## config.mk

```make
export PLATFORM = sky130hd
export DESIGN_NAME = alive_supervision_watchdog_manager_unit
export DESIGN_NICKNAME = d
export VERILOG_FILES = /design/src/hdl/aswdm_pkg.sv /design/src/hdl/alive_supervision_watchdog_manager_unit.sv /design/src/hdl/aswdm_cell.sv
export SDC_FILE = /design/constraint.sdc
export NUM_CORES = 2
export LEC_CHECK = 0
export BUFFER_PORTS_ARGS = -buffer_cell sky130_fd_sc_hd__buf_2
export CAP_MARGIN = 5
export CORE_ASPECT_RATIO = 1.25
export CORE_UTILIZATION = 30
export DETAILED_ROUTE_END_ITERATION = 10
export PLACE_DENSITY = 0.48
export SYNTH_ARGS = -nofsm -noshare
export SYNTH_HDL_FRONTEND = slang
export SYNTH_SLANG_ARGS = --single-unit
```

## constraint.sdc

```tcl
create_clock -name clock -period 4.7 [get_ports clock]
set_input_delay 0.235 -clock clock [delete_from_list [all_inputs] [get_ports clock]]
set_output_delay 0.235 -clock clock [all_outputs]
set_load 0.01 [all_outputs]
```

## src/hdl/aswdm_pkg.sv

```systemverilog
// Shared types and codes for the alive-supervision watchdog manager.
// Used by aswdm_cell and alive_supervision_watchdog_manager_unit.
// No dependencies.
package aswdm_pkg;

   // field widths
   localparam int OP_W     = 3;
   localparam int ENT_W    = 3;
   localparam int ALIVE_W  = 16;
   localparam int TOL_W    = 8;
   localparam int CNT_W    = 4;
   localparam int ERR_W    = 2;
   localparam int STAT_W   = 2;
   localparam int EXP_W    = 4;

   // how many cells an index / count field can ever reach
   localparam int ENT_LIMIT = 2 ** ENT_W;
   localparam int CNT_LIMIT = 2 ** CNT_W;

   localparam int DEF_MAX_ENTITIES = 8;
   localparam logic [CNT_W-1:0] DEF_ENTITY_COUNT = 4'd1;

   // operation codes
   localparam logic [OP_W-1:0] OP_INIT  = 3'd0;
   localparam logic [OP_W-1:0] OP_LOAD  = 3'd1;
   localparam logic [OP_W-1:0] OP_CHKPT = 3'd2;
   localparam logic [OP_W-1:0] OP_TICK  = 3'd3;
   localparam logic [OP_W-1:0] OP_QUERY = 3'd4;

   // error codes
   localparam logic [ERR_W-1:0] ERR_NONE     = 2'd0;
   localparam logic [ERR_W-1:0] ERR_NOT_INIT = 2'd1;
   localparam logic [ERR_W-1:0] ERR_RANGE    = 2'd2;

   // entity status codes
   localparam logic [STAT_W-1:0] STAT_OK      = 2'd0;
   localparam logic [STAT_W-1:0] STAT_FAILED  = 2'd1;
   localparam logic [STAT_W-1:0] STAT_EXPIRED = 2'd2;

   localparam logic [TOL_W-1:0] FC_MAX = 8'hFF;

   // command broadcast to every cell; strobes are already qualified
   typedef struct packed {
      logic                 init;
      logic                 load;
      logic                 chkpt;
      logic [ALIVE_W-1:0]   alive_min;
      logic [ALIVE_W-1:0]   alive_max;
      logic [TOL_W-1:0]     tol;
   } cmd_type;

   // walk token handed from cell to cell during a main tick
   typedef struct packed {
      logic                 valid;
      logic                 all_ok;
      logic [EXP_W-1:0]     expired;
   } token_type;

endpackage

```

## src/hdl/alive_supervision_watchdog_manager_unit.sv

```systemverilog
// Alive-supervision watchdog manager: top level, control and result register.
// Depends on aswdm_pkg and aswdm_cell.
//
// Each request carries one operation (init, load limits, checkpoint, main
// tick, query) and yields exactly one response. Init, load, checkpoint,
// query and every rejected request have their response registered at the
// accepting edge. A main tick sends a token down the row of MAX_ENTITIES
// cells, one cell per cycle, and its response is registered when the token
// leaves the last cell; the request side stalls during the walk. The
// response register holds one result, and a new request is taken while that
// result is transferred. csr_wr_data sets the active entity count; the user
// must write it only while the block is idle, as the block does not enforce it.
module alive_supervision_watchdog_manager_unit #(
   parameter int MAX_ENTITIES = aswdm_pkg::DEF_MAX_ENTITIES
) (
   input  logic                              clock,
   input  logic                              reset,
   // request channel
   input  logic                              req_valid,
   output logic                              req_stall,
   input  logic [aswdm_pkg::OP_W-1:0]        req_op,
   input  logic [aswdm_pkg::ENT_W-1:0]       req_entity,
   input  logic [aswdm_pkg::ALIVE_W-1:0]     req_alive_min,
   input  logic [aswdm_pkg::ALIVE_W-1:0]     req_alive_max,
   input  logic [aswdm_pkg::TOL_W-1:0]       req_fail_tolerance,
   // response channel
   output logic                              rsp_valid,
   input  logic                              rsp_stall,
   output logic                              rsp_accepted,
   output logic [aswdm_pkg::ERR_W-1:0]       rsp_error_code,
   output logic [aswdm_pkg::STAT_W-1:0]      rsp_local_status,
   output logic                              rsp_global_status,
   output logic                              rsp_feed_toggle,
   output logic [aswdm_pkg::EXP_W-1:0]       rsp_newly_expired,
   // configuration
   input  logic                              csr_wr_en,
   input  logic [aswdm_pkg::CNT_W-1:0]       csr_wr_data
);

   localparam logic FSM_IDLE = 1'b0;
   localparam logic FSM_WALK = 1'b1;

   logic                             state_ff, state_in;
   logic                             init_ff, init_in;
   logic                             ovf_ff, ovf_in;
   logic [aswdm_pkg::CNT_W-1:0]      count_ff;

   logic                             rsp_valid_ff, rsp_valid_in;
   logic                             acc_ff, acc_in;
   logic [aswdm_pkg::ERR_W-1:0]      err_ff, err_in;
   logic [aswdm_pkg::STAT_W-1:0]     lstat_ff, lstat_in;
   logic                             gstat_ff, gstat_in;
   logic                             feed_ff, feed_in;
   logic [aswdm_pkg::EXP_W-1:0]      exp_ff, exp_in;
   logic                             rsp_load;

   logic                             req_xfer;
   logic                             in_range;
   logic                             walk_start;
   logic                             walk_done;
   aswdm_pkg::cmd_type               cmd;
   aswdm_pkg::token_type             tok [MAX_ENTITIES+1];
   logic [MAX_ENTITIES-1:0]          sel;
   logic [MAX_ENTITIES-1:0]          active;
   logic [aswdm_pkg::STAT_W-1:0]     rd_status [MAX_ENTITIES];
   logic [aswdm_pkg::STAT_W-1:0]     query_status;

   assign req_stall = (state_ff == FSM_WALK) || (rsp_valid_ff && rsp_stall);
   assign req_xfer  = req_valid && !req_stall;

   assign in_range = ({1'b0, req_entity} < count_ff) &&
                     (int'(req_entity) < MAX_ENTITIES);

   assign walk_start = req_xfer && (req_op == aswdm_pkg::OP_TICK) && init_ff;
   assign walk_done  = tok[MAX_ENTITIES].valid;

   // qualified command strobes for the cell row
   always_comb begin
      cmd.init      = req_xfer && (req_op == aswdm_pkg::OP_INIT);
      cmd.load      = req_xfer && (req_op == aswdm_pkg::OP_LOAD) && in_range;
      cmd.chkpt     = req_xfer && (req_op == aswdm_pkg::OP_CHKPT) && init_ff && in_range;
      cmd.alive_min = req_alive_min;
      cmd.alive_max = req_alive_max;
      cmd.tol       = req_fail_tolerance;
   end

   // walk token entering the first cell
   assign tok[0] = '{valid: walk_start, all_ok: 1'b1, expired: '0};

   // row of supervision cells
   for (genvar i = 0; i < MAX_ENTITIES; i++) begin : g_cell
      if (i < aswdm_pkg::ENT_LIMIT) begin : g_sel
         assign sel[i] = (req_entity == aswdm_pkg::ENT_W'(i));
      end else begin : g_nosel
         assign sel[i] = 1'b0;
      end
      if (i < aswdm_pkg::CNT_LIMIT) begin : g_act
         assign active[i] = (aswdm_pkg::CNT_W'(i) < count_ff);
      end else begin : g_noact
         assign active[i] = 1'b0;
      end

      aswdm_cell u_cell (
         .clock     (clock),
         .reset     (reset),
         .cmd       (cmd),
         .sel       (sel[i]),
         .active    (active[i]),
         .tok_in    (tok[i]),
         .tok_out   (tok[i+1]),
         .rd_status (rd_status[i])
      );
   end

   // query readback: unselected cells read as zero
   always_comb begin
      query_status = '0;
      for (int i = 0; i < MAX_ENTITIES; i++) begin
         query_status = query_status | rd_status[i];
      end
   end

   // result and control next state
   always_comb begin
      state_in = state_ff;
      init_in  = init_ff;
      ovf_in   = ovf_ff;
      rsp_load = 1'b0;
      acc_in   = 1'b0;
      err_in   = aswdm_pkg::ERR_NONE;
      lstat_in = aswdm_pkg::STAT_OK;
      gstat_in = ovf_ff;
      feed_in  = 1'b0;
      exp_in   = '0;
      if (state_ff == FSM_WALK) begin
         if (walk_done) begin
            state_in = FSM_IDLE;
            rsp_load = 1'b1;
            acc_in   = 1'b1;
            ovf_in   = !tok[MAX_ENTITIES].all_ok;
            gstat_in = !tok[MAX_ENTITIES].all_ok;
            feed_in  = tok[MAX_ENTITIES].all_ok;
            exp_in   = tok[MAX_ENTITIES].expired;
         end
      end else if (req_xfer) begin
         rsp_load = 1'b1;
         unique case (req_op)
            aswdm_pkg::OP_INIT: begin
               init_in  = 1'b1;
               ovf_in   = 1'b0;
               gstat_in = 1'b0;
               acc_in   = 1'b1;
            end
            aswdm_pkg::OP_LOAD: begin
               if (in_range) acc_in = 1'b1;
               else          err_in = aswdm_pkg::ERR_RANGE;
            end
            aswdm_pkg::OP_CHKPT: begin
               priority if (!init_ff) err_in = aswdm_pkg::ERR_NOT_INIT;
               else if (!in_range)    err_in = aswdm_pkg::ERR_RANGE;
               else                   acc_in = 1'b1;
            end
            aswdm_pkg::OP_TICK: begin
               if (init_ff) begin
                  state_in = FSM_WALK;
                  rsp_load = 1'b0;
               end else begin
                  err_in = aswdm_pkg::ERR_NOT_INIT;
               end
            end
            aswdm_pkg::OP_QUERY: begin
               priority if (!init_ff) err_in = aswdm_pkg::ERR_NOT_INIT;
               else if (!in_range)    err_in = aswdm_pkg::ERR_RANGE;
               else begin
                  acc_in   = 1'b1;
                  lstat_in = query_status;
               end
            end
            default: begin
               acc_in = 1'b0;
            end
         endcase
      end
      rsp_valid_in = rsp_load || (rsp_valid_ff && rsp_stall);
   end

   // control registers
   always_ff @(posedge clock) begin
      if (reset) begin
         state_ff     <= FSM_IDLE;
         init_ff      <= 1'b0;
         ovf_ff       <= 1'b1;
         count_ff     <= aswdm_pkg::DEF_ENTITY_COUNT;
         rsp_valid_ff <= 1'b0;
      end else begin
         state_ff     <= state_in;
         init_ff      <= init_in;
         ovf_ff       <= ovf_in;
         rsp_valid_ff <= rsp_valid_in;
         if (csr_wr_en) count_ff <= csr_wr_data;
      end
   end

   // response payload register
   always_ff @(posedge clock) begin
      if (rsp_load) begin
         acc_ff   <= acc_in;
         err_ff   <= err_in;
         lstat_ff <= lstat_in;
         gstat_ff <= gstat_in;
         feed_ff  <= feed_in;
         exp_ff   <= exp_in;
      end
   end

   assign rsp_valid         = rsp_valid_ff;
   assign rsp_accepted      = acc_ff;
   assign rsp_error_code    = err_ff;
   assign rsp_local_status  = lstat_ff;
   assign rsp_global_status = gstat_ff;
   assign rsp_feed_toggle   = feed_ff;
   assign rsp_newly_expired = exp_ff;

endmodule

```

## src/hdl/aswdm_cell.sv

```systemverilog
// One supervision cell: alive counter, status, failure count and limits
// of a single entity, plus one stage of the main-tick walk.
// Depends on aswdm_pkg.
module aswdm_cell (
   input  logic                              clock,
   input  logic                              reset,
   input  aswdm_pkg::cmd_type                cmd,
   input  logic                              sel,
   input  logic                              active,
   input  aswdm_pkg::token_type              tok_in,
   output aswdm_pkg::token_type              tok_out,
   output logic [aswdm_pkg::STAT_W-1:0]      rd_status
);

   logic [aswdm_pkg::ALIVE_W-1:0] count_ff, count_in;
   logic [aswdm_pkg::STAT_W-1:0]  status_ff, status_in;
   logic [aswdm_pkg::TOL_W-1:0]   fc_ff, fc_in;
   logic [aswdm_pkg::ALIVE_W-1:0] min_ff, min_in;
   logic [aswdm_pkg::ALIVE_W-1:0] max_ff, max_in;
   logic [aswdm_pkg::TOL_W-1:0]   tol_ff, tol_in;
   aswdm_pkg::token_type          tok_ff, tok_in_nxt;

   logic [aswdm_pkg::TOL_W-1:0]   fc_inc;
   logic                          out_of_range;

   assign fc_inc = (fc_ff == aswdm_pkg::FC_MAX) ? fc_ff : fc_ff + 1'b1;
   assign out_of_range = (count_ff < min_ff) || (count_ff > max_ff);

   // state update: commands, then this cell's walk step
   always_comb begin
      count_in   = count_ff;
      status_in  = status_ff;
      fc_in      = fc_ff;
      min_in     = min_ff;
      max_in     = max_ff;
      tol_in     = tol_ff;
      tok_in_nxt = tok_in;
      if (cmd.init) begin
         count_in  = '0;
         status_in = aswdm_pkg::STAT_OK;
         fc_in     = '0;
      end
      if (sel && cmd.load) begin
         min_in = cmd.alive_min;
         max_in = cmd.alive_max;
         tol_in = cmd.tol;
      end
      if (sel && cmd.chkpt) begin
         count_in = count_ff + 1'b1;
      end
      if (tok_in.valid && active) begin
         if (status_ff == aswdm_pkg::STAT_EXPIRED) begin
            tok_in_nxt.all_ok = 1'b0;
         end else if (out_of_range) begin
            fc_in             = fc_inc;
            tok_in_nxt.all_ok = 1'b0;
            count_in          = '0;
            if (fc_inc > tol_ff) begin
               status_in          = aswdm_pkg::STAT_EXPIRED;
               tok_in_nxt.expired = tok_in.expired + 1'b1;
            end else begin
               status_in = aswdm_pkg::STAT_FAILED;
            end
         end else begin
            status_in = aswdm_pkg::STAT_OK;
            fc_in     = '0;
            count_in  = '0;
         end
      end
   end

   always_ff @(posedge clock) begin
      if (reset) begin
         count_ff  <= '0;
         status_ff <= aswdm_pkg::STAT_OK;
         fc_ff     <= '0;
         min_ff    <= '0;
         max_ff    <= '0;
         tol_ff    <= '0;
         tok_ff    <= '0;
      end else begin
         count_ff  <= count_in;
         status_ff <= status_in;
         fc_ff     <= fc_in;
         min_ff    <= min_in;
         max_ff    <= max_in;
         tol_ff    <= tol_in;
         tok_ff    <= tok_in_nxt;
      end
   end

   assign tok_out   = tok_ff;
   assign rd_status = sel ? status_ff : aswdm_pkg::STAT_OK;

endmodule
```

======== After elaboration in Yosys (flattened, before gate mapping) ========
Cells that the tools add are included.
storage, ports and cells
  register bits ........................... 595
  output and inout bits ................... 13
  logic and storage cells ................. 417
  input port bits ......................... 55
cells by class
  eq/ne operators ......................... 27
  add/sub/neg operators ................... 23
  reductions and logical operators ........ 54
  magnitude comparators ................... 33
  bitwise gates (word level) .............. 14
  multiplexer cells ....................... 183
operator list
  operator                 count
  $mux W16                 32
  $mux W8                  40
  $add A16 B1 Y16 const B  8
  $gt A16 B16 Y1           8
  $lt A16 B16 Y1           8
  $mux W2                  50
  $mux W5                  16
  $add A8 B1 Y8 const B    8
  $eq A8 B8 Y1 const B     8
  $gt A8 B8 Y1             8
  $mux W4                  15
  $logic_and A1 B1 Y1      34
  $add A4 B1 Y4 const B    7
  $mux W1                  28
  $eq A2 B2 Y1 const B     8
  $lt A3 B4 Y1 const A     4
  $eq A3 B3 Y1 const B     5
  $or A2 B2 Y2             7
  $eq A3 B2 Y1 const B     4
  $logic_or A1 B1 Y1       10
  $lt A1 B4 Y1 const A     2
  $lt A2 B4 Y1 const A     2
  $not A1 Y1               7
  $eq A3 B1 Y1 const B     2
  10 further kinds         13

======== Depth between registers and ports, before layout ========
  depth after elaboration ................. 11
  gate-level depth with buffers ........... 15
  depth with buffers taken out ............ 14

======== Hierarchy ========
A second synthesis with hierarchy kept.
second synthesis, totals
  cells, all modules ...................... 4,109
  area total of the unflattened synthesis .. 32,992.9 um^2
modules (own cells, without submodules)
  module                                   times used  cells each  area an instance (um^2)  seq. area each (um^2)
  aswdm_cell at g_cell[1].u_cell ...       4           494         3,981.3                  1,441.4
  aswdm_cell at g_cell[4].u_cell           1           506         4,022.6                  1,441.4
  aswdm_cell at g_cell[3].u_cell           1           519         4,005.1                  1,441.4
  aswdm_cell at g_cell[0].u_cell           1           498         3,963.8                  1,441.4
  aswdm_cell at g_cell[7].u_cell           1           503         3,955.0                  1,441.4
  alive_supervision_watchdog_manager_unit  1           107         1,121.1                  490.5

======== Worst setup path before layout ========
No wires, ideal clock.
  path kind ............................... flip-flop to flip-flop
  start point ............................. register g_cell[6].u_cell.fc_ff[0] (netlist bit)
  end point ............................... register g_cell[6].u_cell.tok_ff, in the netlist g_cell[6].u_cell.tok_out[0]
  required time ........................... 4.579 ns
  period minus slack after synthesis ...... 3.294 ns
  library setup time ...................... 0.121 ns
  arrival time ............................ 3.174 ns
  path slack .............................. 1.406 ns
  stages on the path, launching flop included .. 15
  buffers on the path ..................... 1
  cell sequence ........................... dfxtp_1 ha_1 and3_1 and3_1 clkbuf_1 nand3_1 mux2_2 ha_1 nor2b_1 o21a_1 o21ai_0 a211oi_1 or2_2 nor2b_1 mux2_2
between the ends
  longest elaborated chain between the ends .. 7
  elaborated cells on any way between the ends .. 8
  classes of those cells .................. 1 x add/sub; 1 x order compare; 1 x eq/ne; 5 x mux
ends and longest elaborated chain
  what                                                  line              RTL
  start, declared                                       aswdm_cell.sv:17  logic [aswdm_pkg::TOL_W-1:0] fc_ff, fc_in;
  start signal, assigned                                aswdm_cell.sv:84  fc_ff <= fc_in;
  $add A8 B1 Y8 / $eq A8 B8 Y1 (equally long branches)  aswdm_cell.sv:26  assign fc_inc = (fc_ff == aswdm_pkg::FC_MAX) ? fc_ff : fc_ff + 1'b1;
  $mux W8 *                                             aswdm_cell.sv:26
  $gt A8 B8 Y1 *                                        aswdm_cell.sv:58  if (fc_inc > tol_ff) begin
  $mux W4 *                                             aswdm_cell.sv:58
  $mux W5 *                                             aswdm_cell.sv:54  end else if (out_of_range) begin
  $mux W4 *                                             aswdm_cell.sv:52  if (status_ff == aswdm_pkg::STAT_EXPIRED) begin
  $mux W5 *                                             aswdm_cell.sv:51  if (tok_in.valid && active) begin
  end signal, assigned                                  aswdm_cell.sv:88  tok_ff <= tok_in_nxt;
  end, declared                                         aswdm_cell.sv:21  aswdm_pkg::token_type tok_ff, tok_in_nxt;
Mark *: on every way between the ends. The rest lies on a longest branch, timed or not.
A chain may end at the register's enable or synchronous reset.

======== Worst setup path after layout ========
Ends and elaborated chain as after synthesis.

==> flow_metrics.env <==
export IMPL_status="complete, no violations"
export IMPL_clock_tree_from_tritoncts="built"
export IMPL_syn_cell_area_um2=32020
export IMPL_overall_global_routing_usage_pct=19.83
export IMPL_synth_top_family_by_area="simple AND/OR/NAND/NOR gates"
export IMPL_numCtsBuffers=68
export IMPL_finalPower_uw=10910
export IMPL_peakVddDrop_v=0.0002206
export IMPL_drt_antenna_net_count=0
export IMPL_setup_worst_path_end_class="register"
export IMPL_max_transition_viols_final=0
export IMPL_syn_instance_count=4061
export IMPL_synth_cell_types=71
export IMPL_period_minus_slack_ns=3.706
export IMPL_wl_per_cell_um=19.45
export IMPL_detailroute_via_count=27750
export IMPL_avgSynthCellArea_um2=7.884
export IMPL_dp_final_hpwl_um=74780
export IMPL_critical_path_at_ns=4.22
export IMPL_timing_critical_path_fanout_max=7
export IMPL_cts_root_buf="clkbuf_16"
export IMPL_max_clock_freq_mhz=269.8
export IMPL_grt_max_degree=156
export IMPL_synth_compound_area_share_pct=17.01
export IMPL_clock_sinks=589
export IMPL_synth_enable_flop_cells=11
export IMPL_synth_top_area_share_pct=36.14
export IMPL_nNetsFinal=4442
export IMPL_period_share_pct=78.86
export IMPL_grt_pass1_vias=26530
export IMPL_chipWidth_um=294.2
export IMPL_fin_worst_hold_slack_ns=0.03918
export IMPL_drt_iter0_markers=1586
export IMPL_place_congestion=0.8351
export IMPL_maxSlewHeadroom_pct=18.10
export IMPL_via_per_inst=5.030
export IMPL_drt_pass1_iter_count=5
export IMPL_most_numerous_cell_in_the_yosys_netlist="nand2_1"
export IMPL_synth_adder_area_share_pct=13.13
export IMPL_drc=0
export IMPL_grt_overflow=0
export IMPL_hp_class="input port to register"
export IMPL_rows=133
export IMPL_antenna_found_initial=7
export IMPL_cap_viol_max_count=0
export IMPL_clk_transition_reported_paths_ns=0.06
export IMPL_fillerInstances=11270
export IMPL_placeableCoreArea_um2=105500
export IMPL_synth_yosys_seq_area_share_pct=37.17
export IMPL_pwr_density_cell_nw_per_um2=302.3
export IMPL_numPortBuffers=67
export IMPL_grt_pass1_wl_um=162700
export IMPL_timing_critical_path_from_type="register"
export IMPL_ctsResizeCount=0
export IMPL_synth_simple_gate_area_share_pct=22.78
export IMPL_final_hold_viol_count=0
export IMPL_clock_tree_buffer_depth=3
export IMPL_yosys_area_share_xor_xnor_pct=1.669
export IMPL_synth_top_flop_cell="dfxtp_1"
export IMPL_layout_drive_gt1_share_pct=6.735
export IMPL_setup_total_negative_slack_ns=0
export IMPL_clk_latency_ns=0.65
export IMPL_rsz0062_at_grt="no"
export IMPL_clock_tree_htree_level_count=3
export IMPL_multi_input_area_um2=18070
export IMPL_syn_nets=4452
export IMPL_die_height_um=367.3
export IMPL_drt_wl_total_um=107300
export IMPL_netlist_top_cell_by_area="dfxtp_1"
export IMPL_floorplan_initialDensity_pct=30.35
export IMPL_clock_skew_final_ns=0.02398
export IMPL_synth_area_mux_share_pct=1.657
export IMPL_layout_area_seq_um2=11900
export IMPL_p_leak_uw=0.01319
export IMPL_critPathRequiredTime_ns=5.22
export IMPL_synth_ff_latch_count=589
export IMPL_die_area_um2=108000
export IMPL_synthTopCellsByArea="dfxtp_1 36%, ha_1 13%, nand2_1 9.7%"
export IMPL_max_slew_worst_pin_slew_ns=1.219
export IMPL_fraction_of_registers_with_async_set_reset_pct=0
export IMPL_synth_top_cells_by_count="829 x nand2_1, 578 x dfxtp_1, 490 x a21oi_1"
export IMPL_area_growth_pct=12.69
export IMPL_io_pins=68
export IMPL_timing_final_setup_violations=0
export IMPL_ys_warn_count=0
export IMPL_crit_type="register to register"
final cells by class:
type                            instances  share of cell area, %
Antenna cell                            2                0.01387
Clock buffer                          100                  5.614
Clock inverter                         17                 0.4924
Inverter                              339                  3.527
Multi-Input combinational cell       2926                  50.08
Sequential cell                       589                  32.98
Tap cell                             1417                  4.914
Timing Repair Buffer                  127                  2.379
what timing repair did:
| action | in CTS | in global routing |
|---|---|---|
| hold endpoints to repair | 35 | 0 |
| setup buffers | 0 | 0 |
| hold buffers | 15 | 0 |
registers in the layout, indices dropped and copies added, names as in the netlist:
| signal | cells |
|---|---|
| count_ff | 4 |
| g_cell.u_cell.count_ff | 128 |
| g_cell.u_cell.fc_ff | 64 |
| g_cell.u_cell.max_ff | 128 |
| g_cell.u_cell.min_ff | 128 |
| g_cell.u_cell.status_ff | 16 |
| g_cell.u_cell.tok_out | 42 |
| g_cell.u_cell.tol_ff | 64 |
| init_ff | 1 |
| ovf_ff | 1 |
| rsp_accepted | 1 |
| rsp_error_code | 2 |
| rsp_feed_toggle | 1 |
| rsp_global_status | 1 |
| rsp_local_status | 2 |
| rsp_newly_expired | 4 |
| rsp_valid | 1 |
| state_ff | 1 |
per-stage QoR:
step | setup WS [ns] | utilization [%] | cells | area, µm²
after floorplan | 1.406 | - | 4061 | 32020
after global placement | 1.154 | 31.96 | 5383 | 33720
after detailed placement | 1.065 | 31.96 | 5383 | 33720
after CTS | 1.041 | 34.20 | 5515 | 36080
after global routing | 0.7698 | 34.20 | 5515 | 36080
final | 0.9938 | 34.20 | 5517 | 36080
final timing paths:
check                                                start                     endpoint  slack [ns]  cells past startpoint
worst max-delay path             g_cell[6].u_cell.fc_ff[0]  g_cell[6].u_cell.tok_out[0]        0.99                     13
worst min-delay path                 req_fail_tolerance[4]   g_cell[5].u_cell.tol_ff[4]        0.04                      3
worst max register to register   g_cell[6].u_cell.fc_ff[0]  g_cell[6].u_cell.tok_out[0]        0.99                     13
worst min register to register  g_cell[1].u_cell.min_ff[3]   g_cell[1].u_cell.min_ff[3]        0.45                      2
cells by family (layout without fill, tap and decap cells):
| family | count (synthesis) | after routing |
|---|---|---|
| AOI/OAI and AO/OA | 888 | 888 |
| xor gates and xnor gates | 61 | 61 |
| adders and majority gates | 336 | 336 |
| buffers and inverters | 546 | 583 |
| DFF | 589 | 589 |
| muxes | 47 | 47 |
| other | 0 | 2 |
| and+or+nand+nor | 1594 | 1594 |
cells in the final DEF (no fill, tap or decap), types with 42 or more instances in the layout:
cell type,instances
o211ai_1,47
nor2_1,191
nor2b_1,61
dfxtp_1,578
clkbuf_16,71
nand2_1,829
and3_1,43
nand3_1,133
a21o_1,44
xnor2_1,42
buf_2,66
ha_1,336
buf_4,43
o21ai_0,81
a21oi_1,490
nand4_1,96
inv_1,338
critical path: stages, from the launching register on:
cell	delay [ns]
dfxtp_1	0.44
ha_1	0.24
and3_1	0.21
and3_1	0.27
nand3_1	0.24
mux2_2	0.35
ha_1	0.29
nor2b_1	0.14
o21a_1	0.12
o21ai_0	0.07
a211oi_1	0.43
or2_2	0.22
nor2b_1	0.23
mux2_2	0.36
power by group:
part | switching (µW) | internal, µW | total, µW | leakage [µW]
Clock | 2230 | 3150 | 5380 | 0.00108
Combinational | 398 | 96.2 | 494 | 0.00735
Sequential | 12.3 | 5020 | 5040 | 0.00476
Total | 2640 | 8270 | 10900 | 0.0132
metal layers:
metal  vias to the layer above  wire length [µm]  GRT usage, %
met1                     13190             45540         23.66
met2                       423             54690         36.14
li1                      14000                 -             -
met3                       137              4124         2.790
met5                         -                46             0
met4                         8              2898         6.130
(Power assumes the default switching activity.)
